**config.mk**
```make
export PLATFORM = sky130hd
export DESIGN_NAME = touch_pinch_gesture_tracker_flat
export DESIGN_NICKNAME = d
export VERILOG_FILES = /design/src/sv/tpg_pkg.sv /design/src/sv/tpg_in_if.sv /design/src/sv/tpg_out_if.sv /design/src/sv/touch_pinch_gesture_tracker.sv /design/src/flat_wrapper.sv
export VERILOG_INCLUDE_DIRS = /design/src /design/src/sv
export SDC_FILE = /design/constraint.sdc
export NUM_CORES = 1
export LEC_CHECK = 0
export CORE_MARGIN = 5
export CORE_UTILIZATION = 35
export DETAILED_ROUTE_END_ITERATION = 8
export DONT_BUFFER_PORTS = 1
export HOLD_SLACK_MARGIN = 0.05
export PLACE_DENSITY_LB_ADDON = 0.25
export RECOVER_POWER = 100
export SETUP_SLACK_MARGIN = 0.02
export SLEW_MARGIN = 10
export SYNTH_ARGS = -nofsm -noshare
export SYNTH_HDL_FRONTEND = slang
export SYNTH_SLANG_ARGS = --single-unit
export TNS_END_PERCENT = 50
```
**constraint.sdc**
```tcl
create_clock -name clk -period 15 [get_ports clk]
set_input_delay 1.5 -clock clk [delete_from_list [all_inputs] [get_ports clk]]
set_output_delay 1.5 -clock clk [all_outputs]
set_load 0.01 [all_outputs]
```
**src/sv/touch_pinch_gesture_tracker_assert.svh**
```systemverilog
// assertion macros for the pinch gesture tracker
// no dependencies; included by modules that carry assertions
`ifndef TOUCH_PINCH_GESTURE_TRACKER_ASSERT_SVH
`define TOUCH_PINCH_GESTURE_TRACKER_ASSERT_SVH
`ifndef SYNTHESIS
// same-cycle implication
`define TPG_ASSERT_IMPL(lbl, clk, rst_n, ante, cons) \
  lbl: assert property (@(posedge clk) disable iff (!rst_n) (ante) |-> (cons)) \
    else $error("tpg assertion failed");
// next-cycle implication
`define TPG_ASSERT_NEXT(lbl, clk, rst_n, ante, cons) \
  lbl: assert property (@(posedge clk) disable iff (!rst_n) (ante) |=> (cons)) \
    else $error("tpg assertion failed");
`else
`define TPG_ASSERT_IMPL(lbl, clk, rst_n, ante, cons)
`define TPG_ASSERT_NEXT(lbl, clk, rst_n, ante, cons)
`endif
`endif

```
**src/sv/tpg_pkg.sv**
```systemverilog
// types and constants shared by the pinch gesture tracker
// no dependencies; compiled first
`timescale 1ns / 1ps
`default_nettype none

package tpg_pkg;

  // coordinate and distance formats
  localparam int COORD_BITS     = 12;
  localparam int DIST_FRAC_BITS = 4;
  localparam int SQ_BITS        = 2 * COORD_BITS + 1;
  localparam int RAD_BITS       = ((SQ_BITS + 1) / 2) * 2 + 2 * DIST_FRAC_BITS;
  localparam int SQRT_STEPS     = RAD_BITS / 2;
  localparam int DIST_BITS      = 17;
  localparam int UNIT_BITS      = DIST_BITS + 3;

  // ratio format
  localparam int Q14_BITS  = 15;
  localparam int DIV_STEPS = Q14_BITS;
  localparam int CNT_BITS  = $clog2(SQRT_STEPS);
  localparam logic [Q14_BITS-1:0] RATIO_MIN_Q14 = 15'd12288;
  localparam logic [Q14_BITS-1:0] RATIO_MAX_Q14 = 15'd20480;

  // configuration port
  localparam int CFG_IDX_BITS  = 3;
  localparam int CFG_DATA_BITS = 15;
  localparam int MIN_DIST_BITS = 14;
  localparam logic [CFG_IDX_BITS-1:0] REG_SCREEN_X  = 3'd0;
  localparam logic [CFG_IDX_BITS-1:0] REG_SCREEN_Y  = 3'd1;
  localparam logic [CFG_IDX_BITS-1:0] REG_MIN_DIST  = 3'd2;
  localparam logic [CFG_IDX_BITS-1:0] REG_UPPER_TRG = 3'd3;
  localparam logic [CFG_IDX_BITS-1:0] REG_LOWER_TRG = 3'd4;

  typedef struct packed {
    logic [3:0]            touch_count;
    logic [COORD_BITS-1:0] first_x_raw;
    logic [COORD_BITS-1:0] first_y_raw;
    logic [COORD_BITS-1:0] second_x_raw;
    logic [COORD_BITS-1:0] second_y_raw;
  } tpg_in_t;

  typedef struct packed {
    logic                  pressed;
    logic [COORD_BITS-1:0] point_x;
    logic [COORD_BITS-1:0] point_y;
    logic                  zoom_valid;
    logic [Q14_BITS-1:0]   zoom_scale_q14;
  } tpg_out_t;

endpackage

`default_nettype wire

```
**src/sv/tpg_in_if.sv**
```systemverilog
// touch report channel: valid, ready and one report
// depends on tpg_pkg
`timescale 1ns / 1ps
`default_nettype none

interface tpg_in_if;
  logic             valid;
  logic             ready;
  tpg_pkg::tpg_in_t data;

  modport source (output valid, output data, input ready);
  modport sink (input valid, input data, output ready);
endinterface

`default_nettype wire

```
**src/sv/tpg_out_if.sv**
```systemverilog
// result channel: valid, ready and one tracker result
// depends on tpg_pkg
`timescale 1ns / 1ps
`default_nettype none

interface tpg_out_if;
  logic              valid;
  logic              ready;
  tpg_pkg::tpg_out_t data;

  modport source (output valid, output data, input ready);
  modport sink (input valid, input data, output ready);
endinterface

`default_nettype wire

```
**src/sv/touch_pinch_gesture_tracker.sv**
```systemverilog
// pinch gesture tracker: clamp, distance square root, ratio division
// depends on tpg_pkg, tpg_in_if, tpg_out_if and touch_pinch_gesture_tracker_assert.svh
`timescale 1ns / 1ps
`default_nettype none

// channel   dir  handshake         payload
// in_chan   in   valid/ready       touch_count, two raw points
// out_chan  out  valid/ready       pressed, point, zoom_valid, zoom_scale_q14
// cfg_*     in   write enable      5 registers, index and 15-bit data
//
// fewer than two touches: difference step, then straight to publishing the result
// two touches: differences, squares, sum, square root and ratio check; with no ratio the
// result follows, else the ratio saturates or runs the division before the clamp; the
// 17-step square root and 15-step division share one 20-bit subtract and compare unit
// one report at a time: in_chan.ready is high only while the sequencer idles
// a result waits in the output register; the sequencer holds in its last step
// until that register is free. reset is synchronous, no clearing pass
module touch_pinch_gesture_tracker (
  input  wire                                  clk,
  input  wire                                  rst_n,
  tpg_in_if.sink                               in_chan,
  tpg_out_if.source                            out_chan,
  input  wire                                  cfg_we,
  input  wire  [tpg_pkg::CFG_IDX_BITS-1:0]     cfg_idx,
  input  wire  [tpg_pkg::CFG_DATA_BITS-1:0]    cfg_wdata
);
  import tpg_pkg::*;

`include "touch_pinch_gesture_tracker_assert.svh"

  localparam logic [3:0] S_IDLE  = 4'd0;
  localparam logic [3:0] S_DIFF  = 4'd1;
  localparam logic [3:0] S_SQX   = 4'd2;
  localparam logic [3:0] S_SQY   = 4'd3;
  localparam logic [3:0] S_SUM   = 4'd4;
  localparam logic [3:0] S_SQRT  = 4'd5;
  localparam logic [3:0] S_CHK   = 4'd6;
  localparam logic [3:0] S_DIV   = 4'd7;
  localparam logic [3:0] S_CLAMP = 4'd8;
  localparam logic [3:0] S_DONE  = 4'd9;

  localparam int PROD_BITS = 2 * COORD_BITS;

  // control state
  logic [3:0]                state_r, state_nxt;
  logic [CNT_BITS-1:0]       cnt_r, cnt_nxt;
  logic                      trk_r, trk_nxt;
  logic [DIST_BITS-1:0]      last_r, last_nxt;
  logic                      out_valid_r, out_valid_nxt;

  // configuration registers
  logic [COORD_BITS-1:0]     xlim_r, xlim_nxt;
  logic [COORD_BITS-1:0]     ylim_r, ylim_nxt;
  logic [MIN_DIST_BITS-1:0]  min_r, min_nxt;
  logic [Q14_BITS-1:0]       upper_r, upper_nxt;
  logic [Q14_BITS-1:0]       lower_r, lower_nxt;

  // datapath registers
  logic [3:0]                count_r, count_nxt;
  logic [COORD_BITS-1:0]     x1_r, x1_nxt, y1_r, y1_nxt, x2_r, x2_nxt, y2_r, y2_nxt;
  logic [COORD_BITS-1:0]     dx_r, dx_nxt, dy_r, dy_nxt;
  logic [PROD_BITS-1:0]      prod_r, prod_nxt, sq_r, sq_nxt;
  logic [RAD_BITS-1:0]       rad_r, rad_nxt;
  logic [DIST_BITS:0]        rem_r, rem_nxt;
  logic [DIST_BITS-1:0]      root_r, root_nxt;
  logic [Q14_BITS-1:0]       q_r, q_nxt;
  logic                      sat_r, sat_nxt;
  logic                      zv_r, zv_nxt;
  logic [Q14_BITS-1:0]       zs_r, zs_nxt;
  tpg_out_t                  out_r, out_nxt;

  // shared subtract and compare unit
  logic [UNIT_BITS-1:0]      unit_a, unit_b;
  logic [UNIT_BITS:0]        unit_sub;
  logic                      unit_ge;

  // helpers
  logic                      in_acc;
  logic                      out_free;
  logic [PROD_BITS:0]        sq_sum;
  logic [DIST_BITS-1:0]      min_ext;
  logic                      ratio_ok;
  logic [Q14_BITS-1:0]       ratio_raw, ratio_clamped;
  logic [DIST_BITS-1:0]      div_rest;

  assign in_acc   = in_chan.valid && in_chan.ready;
  assign out_free = !out_valid_r || out_chan.ready;

  assign in_chan.ready  = (state_r == S_IDLE);
  assign out_chan.valid = out_valid_r;
  assign out_chan.data  = out_r;

  // unit operands: square root trial or division trial
  always_comb begin
    if (state_r == S_SQRT) begin
      unit_a = {rem_r, rad_r[RAD_BITS-1 -: 2]};
      unit_b = {1'b0, root_r, 2'b01};
    end else begin
      unit_a = {2'b00, rem_r};
      unit_b = {3'b000, last_r};
    end
  end

  assign unit_sub = {1'b0, unit_a} - {1'b0, unit_b};
  assign unit_ge  = ~unit_sub[UNIT_BITS];
  assign div_rest = unit_ge ? unit_sub[DIST_BITS-1:0] : unit_a[DIST_BITS-1:0];

  assign sq_sum  = {1'b0, sq_r} + {1'b0, prod_r};
  assign min_ext = {{(DIST_BITS-MIN_DIST_BITS){1'b0}}, min_r};

  // ratio needs tracking, a nonzero previous distance and both distances at or above the minimum
  assign ratio_ok = trk_r && (last_r != '0) && (last_r >= min_ext) && (root_r >= min_ext);

  // clamp the quotient to 0.75..1.25
  always_comb begin
    ratio_raw = sat_r ? RATIO_MAX_Q14 : q_r;
    if (ratio_raw < RATIO_MIN_Q14) begin
      ratio_clamped = RATIO_MIN_Q14;
    end else if (ratio_raw > RATIO_MAX_Q14) begin
      ratio_clamped = RATIO_MAX_Q14;
    end else begin
      ratio_clamped = ratio_raw;
    end
  end

  // sequencer and datapath next state
  always_comb begin
    state_nxt     = state_r;
    cnt_nxt       = cnt_r;
    trk_nxt       = trk_r;
    last_nxt      = last_r;
    out_valid_nxt = out_valid_r;
    xlim_nxt      = xlim_r;
    ylim_nxt      = ylim_r;
    min_nxt       = min_r;
    upper_nxt     = upper_r;
    lower_nxt     = lower_r;
    count_nxt     = count_r;
    x1_nxt        = x1_r;
    y1_nxt        = y1_r;
    x2_nxt        = x2_r;
    y2_nxt        = y2_r;
    dx_nxt        = dx_r;
    dy_nxt        = dy_r;
    prod_nxt      = prod_r;
    sq_nxt        = sq_r;
    rad_nxt       = rad_r;
    rem_nxt       = rem_r;
    root_nxt      = root_r;
    q_nxt         = q_r;
    sat_nxt       = sat_r;
    zv_nxt        = zv_r;
    zs_nxt        = zs_r;
    out_nxt       = out_r;

    // configuration writes
    if (cfg_we) begin
      unique case (cfg_idx)
        REG_SCREEN_X:  xlim_nxt  = cfg_wdata[COORD_BITS-1:0];
        REG_SCREEN_Y:  ylim_nxt  = cfg_wdata[COORD_BITS-1:0];
        REG_MIN_DIST:  min_nxt   = cfg_wdata[MIN_DIST_BITS-1:0];
        REG_UPPER_TRG: upper_nxt = cfg_wdata[Q14_BITS-1:0];
        REG_LOWER_TRG: lower_nxt = cfg_wdata[Q14_BITS-1:0];
        default: ;
      endcase
    end

    // output register drains
    if (out_valid_r && out_chan.ready) begin
      out_valid_nxt = 1'b0;
    end

    unique case (state_r)
      S_IDLE: begin
        if (in_acc) begin
          count_nxt = in_chan.data.touch_count;
          x1_nxt = (in_chan.data.first_x_raw > xlim_r) ? xlim_r : in_chan.data.first_x_raw;
          y1_nxt = (in_chan.data.first_y_raw > ylim_r) ? ylim_r : in_chan.data.first_y_raw;
          x2_nxt = (in_chan.data.second_x_raw > xlim_r) ? xlim_r : in_chan.data.second_x_raw;
          y2_nxt = (in_chan.data.second_y_raw > ylim_r) ? ylim_r : in_chan.data.second_y_raw;
          zv_nxt = 1'b0;
          zs_nxt = '0;
          sat_nxt = 1'b0;
          state_nxt = S_DIFF;
        end
      end
      S_DIFF: begin
        dx_nxt = (x2_r >= x1_r) ? (x2_r - x1_r) : (x1_r - x2_r);
        dy_nxt = (y2_r >= y1_r) ? (y2_r - y1_r) : (y1_r - y2_r);
        state_nxt = (count_r < 4'd2) ? S_DONE : S_SQX;
      end
      S_SQX: begin
        prod_nxt = dx_r * dx_r;
        state_nxt = S_SQY;
      end
      S_SQY: begin
        sq_nxt = prod_r;
        prod_nxt = dy_r * dy_r;
        state_nxt = S_SUM;
      end
      S_SUM: begin
        rad_nxt = RAD_BITS'({sq_sum, {(2*DIST_FRAC_BITS){1'b0}}});
        rem_nxt = '0;
        root_nxt = '0;
        cnt_nxt = '0;
        state_nxt = S_SQRT;
      end
      // one root bit per cycle
      S_SQRT: begin
        rem_nxt = unit_ge ? unit_sub[DIST_BITS:0] : unit_a[DIST_BITS:0];
        root_nxt = {root_r[DIST_BITS-2:0], unit_ge};
        rad_nxt = rad_r << 2;
        cnt_nxt = cnt_r + 1'b1;
        if (cnt_r == CNT_BITS'(SQRT_STEPS - 1)) begin
          state_nxt = S_CHK;
        end
      end
      // decide on a ratio; quotient of 2.0 or more saturates at once
      S_CHK: begin
        cnt_nxt = '0;
        q_nxt = '0;
        rem_nxt = {1'b0, root_r};
        if (!ratio_ok) begin
          state_nxt = S_DONE;
        end else if ({1'b0, root_r} >= {last_r, 1'b0}) begin
          sat_nxt = 1'b1;
          state_nxt = S_CLAMP;
        end else begin
          state_nxt = S_DIV;
        end
      end
      // one quotient bit per cycle
      S_DIV: begin
        rem_nxt = {div_rest, 1'b0};
        q_nxt = {q_r[Q14_BITS-2:0], unit_ge};
        cnt_nxt = cnt_r + 1'b1;
        if (cnt_r == CNT_BITS'(DIV_STEPS - 1)) begin
          state_nxt = S_CLAMP;
        end
      end
      S_CLAMP: begin
        if ((ratio_clamped > upper_r) || (ratio_clamped < lower_r)) begin
          zv_nxt = 1'b1;
          zs_nxt = ratio_clamped;
        end
        state_nxt = S_DONE;
      end
      // publish the result and update tracking
      S_DONE: begin
        if (out_free) begin
          out_nxt.pressed        = (count_r != 4'd0);
          out_nxt.point_x        = (count_r != 4'd0) ? x1_r : '0;
          out_nxt.point_y        = (count_r != 4'd0) ? y1_r : '0;
          out_nxt.zoom_valid     = zv_r;
          out_nxt.zoom_scale_q14 = zs_r;
          out_valid_nxt = 1'b1;
          if (count_r < 4'd2) begin
            trk_nxt = 1'b0;
            last_nxt = '0;
          end else begin
            trk_nxt = 1'b1;
            last_nxt = root_r;
          end
          state_nxt = S_IDLE;
        end
      end
      default: state_nxt = S_IDLE;
    endcase
  end

  // registers
  always_ff @(posedge clk) begin
    if (!rst_n) begin
      state_r     <= S_IDLE;
      cnt_r       <= '0;
      trk_r       <= 1'b0;
      last_r      <= '0;
      out_valid_r <= 1'b0;
      xlim_r      <= 12'd319;
      ylim_r      <= 12'd479;
      min_r       <= 14'd192;
      upper_r     <= 15'd16793;
      lower_r     <= 15'd15975;
    end else begin
      state_r     <= state_nxt;
      cnt_r       <= cnt_nxt;
      trk_r       <= trk_nxt;
      last_r      <= last_nxt;
      out_valid_r <= out_valid_nxt;
      xlim_r      <= xlim_nxt;
      ylim_r      <= ylim_nxt;
      min_r       <= min_nxt;
      upper_r     <= upper_nxt;
      lower_r     <= lower_nxt;
    end
  end

  always_ff @(posedge clk) begin
    count_r <= count_nxt;
    x1_r    <= x1_nxt;
    y1_r    <= y1_nxt;
    x2_r    <= x2_nxt;
    y2_r    <= y2_nxt;
    dx_r    <= dx_nxt;
    dy_r    <= dy_nxt;
    prod_r  <= prod_nxt;
    sq_r    <= sq_nxt;
    rad_r   <= rad_nxt;
    rem_r   <= rem_nxt;
    root_r  <= root_nxt;
    q_r     <= q_nxt;
    sat_r   <= sat_nxt;
    zv_r    <= zv_nxt;
    zs_r    <= zs_nxt;
    out_r   <= out_nxt;
  end

  // checks on the sequencer and the result
  `TPG_ASSERT_NEXT(a_accept_starts, clk, rst_n, in_acc, state_r == S_DIFF)
  `TPG_ASSERT_IMPL(a_sqrt_count, clk, rst_n, state_r == S_SQRT,
                   cnt_r < CNT_BITS'(SQRT_STEPS))
  `TPG_ASSERT_IMPL(a_zoom_range, clk, rst_n, out_valid_r && out_r.zoom_valid,
                   (out_r.zoom_scale_q14 >= RATIO_MIN_Q14) &&
                   (out_r.zoom_scale_q14 <= RATIO_MAX_Q14) && out_r.pressed)
  `TPG_ASSERT_IMPL(a_zoom_needs_track, clk, rst_n, state_r == S_DIV, trk_r)

endmodule

`default_nettype wire

```
**src/flat_wrapper.sv**
```systemverilog
// flat-port wrapper written by rule: the top's interface ports become plain ports
module touch_pinch_gesture_tracker_flat import tpg_pkg::*;
  (clk, rst_n, cfg_we, cfg_idx, cfg_wdata, in_chan_valid, in_chan_data, in_chan_ready, out_chan_valid, out_chan_data, out_chan_ready);
  tpg_in_if in_chan_i ();
  tpg_out_if out_chan_i ();
  input  wire clk;
  input  wire rst_n;
  input  wire cfg_we;
  input  wire  [tpg_pkg::CFG_IDX_BITS-1:0] cfg_idx;
  input  wire  [tpg_pkg::CFG_DATA_BITS-1:0] cfg_wdata;
  input wire logic [$bits(in_chan_i.valid)-1:0] in_chan_valid;
  input wire logic [$bits(in_chan_i.data)-1:0] in_chan_data;
  output wire logic [$bits(in_chan_i.ready)-1:0] in_chan_ready;
  output wire logic [$bits(out_chan_i.valid)-1:0] out_chan_valid;
  output wire logic [$bits(out_chan_i.data)-1:0] out_chan_data;
  input wire logic [$bits(out_chan_i.ready)-1:0] out_chan_ready;
  assign in_chan_i.valid = in_chan_valid;
  assign in_chan_i.data = in_chan_data;
  assign in_chan_ready = in_chan_i.ready;
  assign out_chan_valid = out_chan_i.valid;
  assign out_chan_data = out_chan_i.data;
  assign out_chan_i.ready = out_chan_ready;
  touch_pinch_gesture_tracker u_core (.clk(clk), .rst_n(rst_n), .in_chan(in_chan_i), .out_chan(out_chan_i), .cfg_we(cfg_we), .cfg_idx(cfg_idx), .cfg_wdata(cfg_wdata));
endmodule
```
==> impl_metrics.toml <==
[status]
status = "complete, but fails checks"
violations = "max-capacitance violations, max-slew violations"

[floorplanning]
start_util_pct = 35.2
die_y_um = 297
rows = 105
io_pins = 118
die_width_um = 297
core_um2 = 82000
die-area_um2 = 88300

[detailed_routing]
post-route-drc-count = 0
drtPass1Iterations = 5
wl_per_cell_um = 16.9
routed_wl_um = 68500
first_iter_violations = 1097
postRouteAntennaNets = 0
via_per_inst = 4.96
num_vias = 20200

[critical_path]
path_class = "reg -> reg"
worst_setup_path_start_kind = "register"
critical_path.cell_chain = "clkbuf_1 -> nand2b_1 -> nor3b_1 -> clkbuf_1 -> mux2i_1 -> ha_1 -> fa_1 -> nor2b_1 -> o31a_1 -> o21bai_1 -> a211o_1 -> and3_1 -> clkbuf_1 -> a2111oi_0 -> a21oi_1 -> mux2i_1 -> o22ai_1"
worst_setup_path_end_kind = "register"
critical_path.slowest_cell = "clkbuf_1"
rr_startpoint = "u_core.state_r[0]"
slowest_delay_ps = 1970
worst_ep_required_time_ps = 15220
reg2reg_depth = 17
crit_path_frequent_cell = "clkbuf_1"
crit_start = "u_core.state_r[0]"
worstPathArrival_ps = 9100
worst-path-max-fanout = 62
rrSetupSlack_ps = 6120

[cts]
tritoncts = "built"
post_cts_resized = 0
cts.sinks = 352
clkLatencyLatePin_ps = 590
cts_max_path_buffers = 3
clk_pin_slew_ps = 60
postCtsSetupRepairBufs = 0
htree_levels = 2
postCtsHoldBufs = 0
cts_buffers = 41
cts-root-buf = "clkbuf_16"

[sta]
slew-limit-headroom_pct = -111
period_needed_ps = 8880
timing.hold.ws_ps = 414
setup-violations-final = 0
finalSetupTns_ps = 0
clock.fmax_mhz = 113
rsz0062_at_grt = "no"
clock_skew_ps = 33.0
post-route-period-util_pct = 59.2
slew_viol_final = 396
finalHoldViolCount = 0
worstMarginPinSlew_ps = 3170

[synth]
syn_nets = 3587
yosys_warnings = 0
syn_area_per_cell_um2 = 9.57
yosysSeqAreaShare_pct = 33.3
synth_edf_count = 256
yosysUniqueCellTypes = 86
synthArstFlopShare_pct = 0
synthTopCellsByArea = "edfxtp_1 27%, ha_1 14%, fa_1 12%"
synth_seq_cells = 352
synthFlopType = "edfxtp_1"
synth_common_cells = "452 x inv_1, 328 x ha_1, 327 x nand2_1"
syn-instance-count = 3015
synth.largest_area_cell = "edfxtp_1"
netlist_area_um2 = 28900
synth.most_common_cell = "inv_1"
synth_top_area_share_pct = 26.6

[layout]
layout.nets = 3530
drive_gt1_share_pct = 3.48
area_growth_pct = 7.89
fin_area_um2 = 31100

[place]
gp_congestion = 0.831
placed_area_um2 = 29900
port_buffers = 0
hpwl_um = 53500

[flow_run]
maxCapViolations = 10

[grt]
grt_pass1_wl_um = 111000
grt_start_max_net_pins = 98
grt_overflow_total = 0
grt_pass1_vias = 20100
antenna_found_initial = 1
grt_usage_pct = 15.3

[worst_hold_path]
hold_path_depth = 0
min_path_type = "reg -> reg"
hp-start = "u_core.zs_r[13]"
## worst max-delay path, delay by kind of cell, from the launching register on
kind                       cells  cell delay, ps
AOI/OAI and AO/OA              6            1490
adders and majority gates      2             780
buffers and inverters          3            3530
DFF                            1             940
muxes                          2             530
and+or+nand+nor                4            1240
## cell usage in the layout, fill, tap and decap left out, types with 7 or more instances in the layout
cell type  Yosys  final
dfxtp_1       96     96
o21a_1        31     31
clkbuf_16      0     41
a211oi_1      14     15
mux2_2        18     16
a31oi_1       18     18
o21ai_1       47     23
xnor2_1       58     58
o22ai_1        8      8
and2_1       121    102
and2_0         0     18
nand3_1       50     50
a21o_1        69     69
inv_1        452    455
a21oi_1      137    139
mux2_1        16     19
fa_1         169    169
a21boi_0      37     54
nor2_1       123    120
nand4_1       24     24
clkinv_2       0      8
xor2_1        28     28
o211ai_1      41     41
o21ai_0       88    112
nand2b_1      30     31
and3_1        35     35
mux2i_1       49     49
nor4_1        10     10
clkbuf_1      96     21
nor2b_1       40     40
edfxtp_1     256    256
nand3b_1       7      7
ha_1         328    328
or2_2          8      8
nand2_1      327    327
nor3_1        34     34
or3_1         13     13
## area by class of cell
| type | count | area (um^2) |
|---|---|---|
| Clock inverter | 24 | 260 |
| Tap cell | 1070 | 1340 |
| Fill cell | 8297 | 50800 |
| Antenna cell | 1 | 2.50 |
| Inverter | 455 | 1710 |
| Timing Repair Buffer | 14 | 52.6 |
| Multi-Input combinational cell | 2094 | 17100 |
| Sequential cell | 352 | 9610 |
| Clock buffer | 52 | 1110 |
## registers in the layout, indices dropped and copies added (netlist names), 14 cells and up
register,flops
u_core.zs_r,15
u_core.upper_r,15
u_core.rad_r,26
u_core.rem_r,18
u_core.last_r,17
u_core.sq_r,23
u_core.root_r,17
u_core.q_r,15
u_core.prod_r,23
u_core.lower_r,15
u_core.min_r,14
u_core.out_chan.data,41
## per-stage QoR
stage          utilization [%]  worst slack [ps]  cells
3_5_place_dp              36.4              9000   3985
4_1_cts                   38.1              8980   4061
2_1_floorplan                -              9300   3015
6_report                  38.0              6120   4062
5_1_grt                   38.0              5260   4061
3_3_place_gp              36.4              9100   3985
## final timing paths
check / endpoint
setup / recovery: u_core.rem_r[14]
hold / removal: u_core.out_chan.data[13]
setup reg to reg: u_core.rem_r[14]
hold reg to reg: u_core.out_chan.data[13]
## layer usage
layer,vias up,part of all wire (%),global-route usage (%)
li1,10100,-,-
met1,9619,48,21.4
met2,317,45,24.6
met3,90,4.3,2.68
met4,0,2.3,3.75
met5,-,0,0
## kinds of logic (layout without fill, tap and decap cells)
family,after synthesis,after routing,share of synthesized area (%)
xor+xnor,86,86,2.61
mux,84,84,3.08
buf+inv,569,545,7.51
other cells,0,1,0
compound gates,583,583,13.3
simple gates,844,844,14.3
fa+ha+maj,497,497,25.9
flops,352,352,33.3
Power is not shown: default switching activity piles up to over one toggle a cycle in this logic, so the estimate is an artifact.
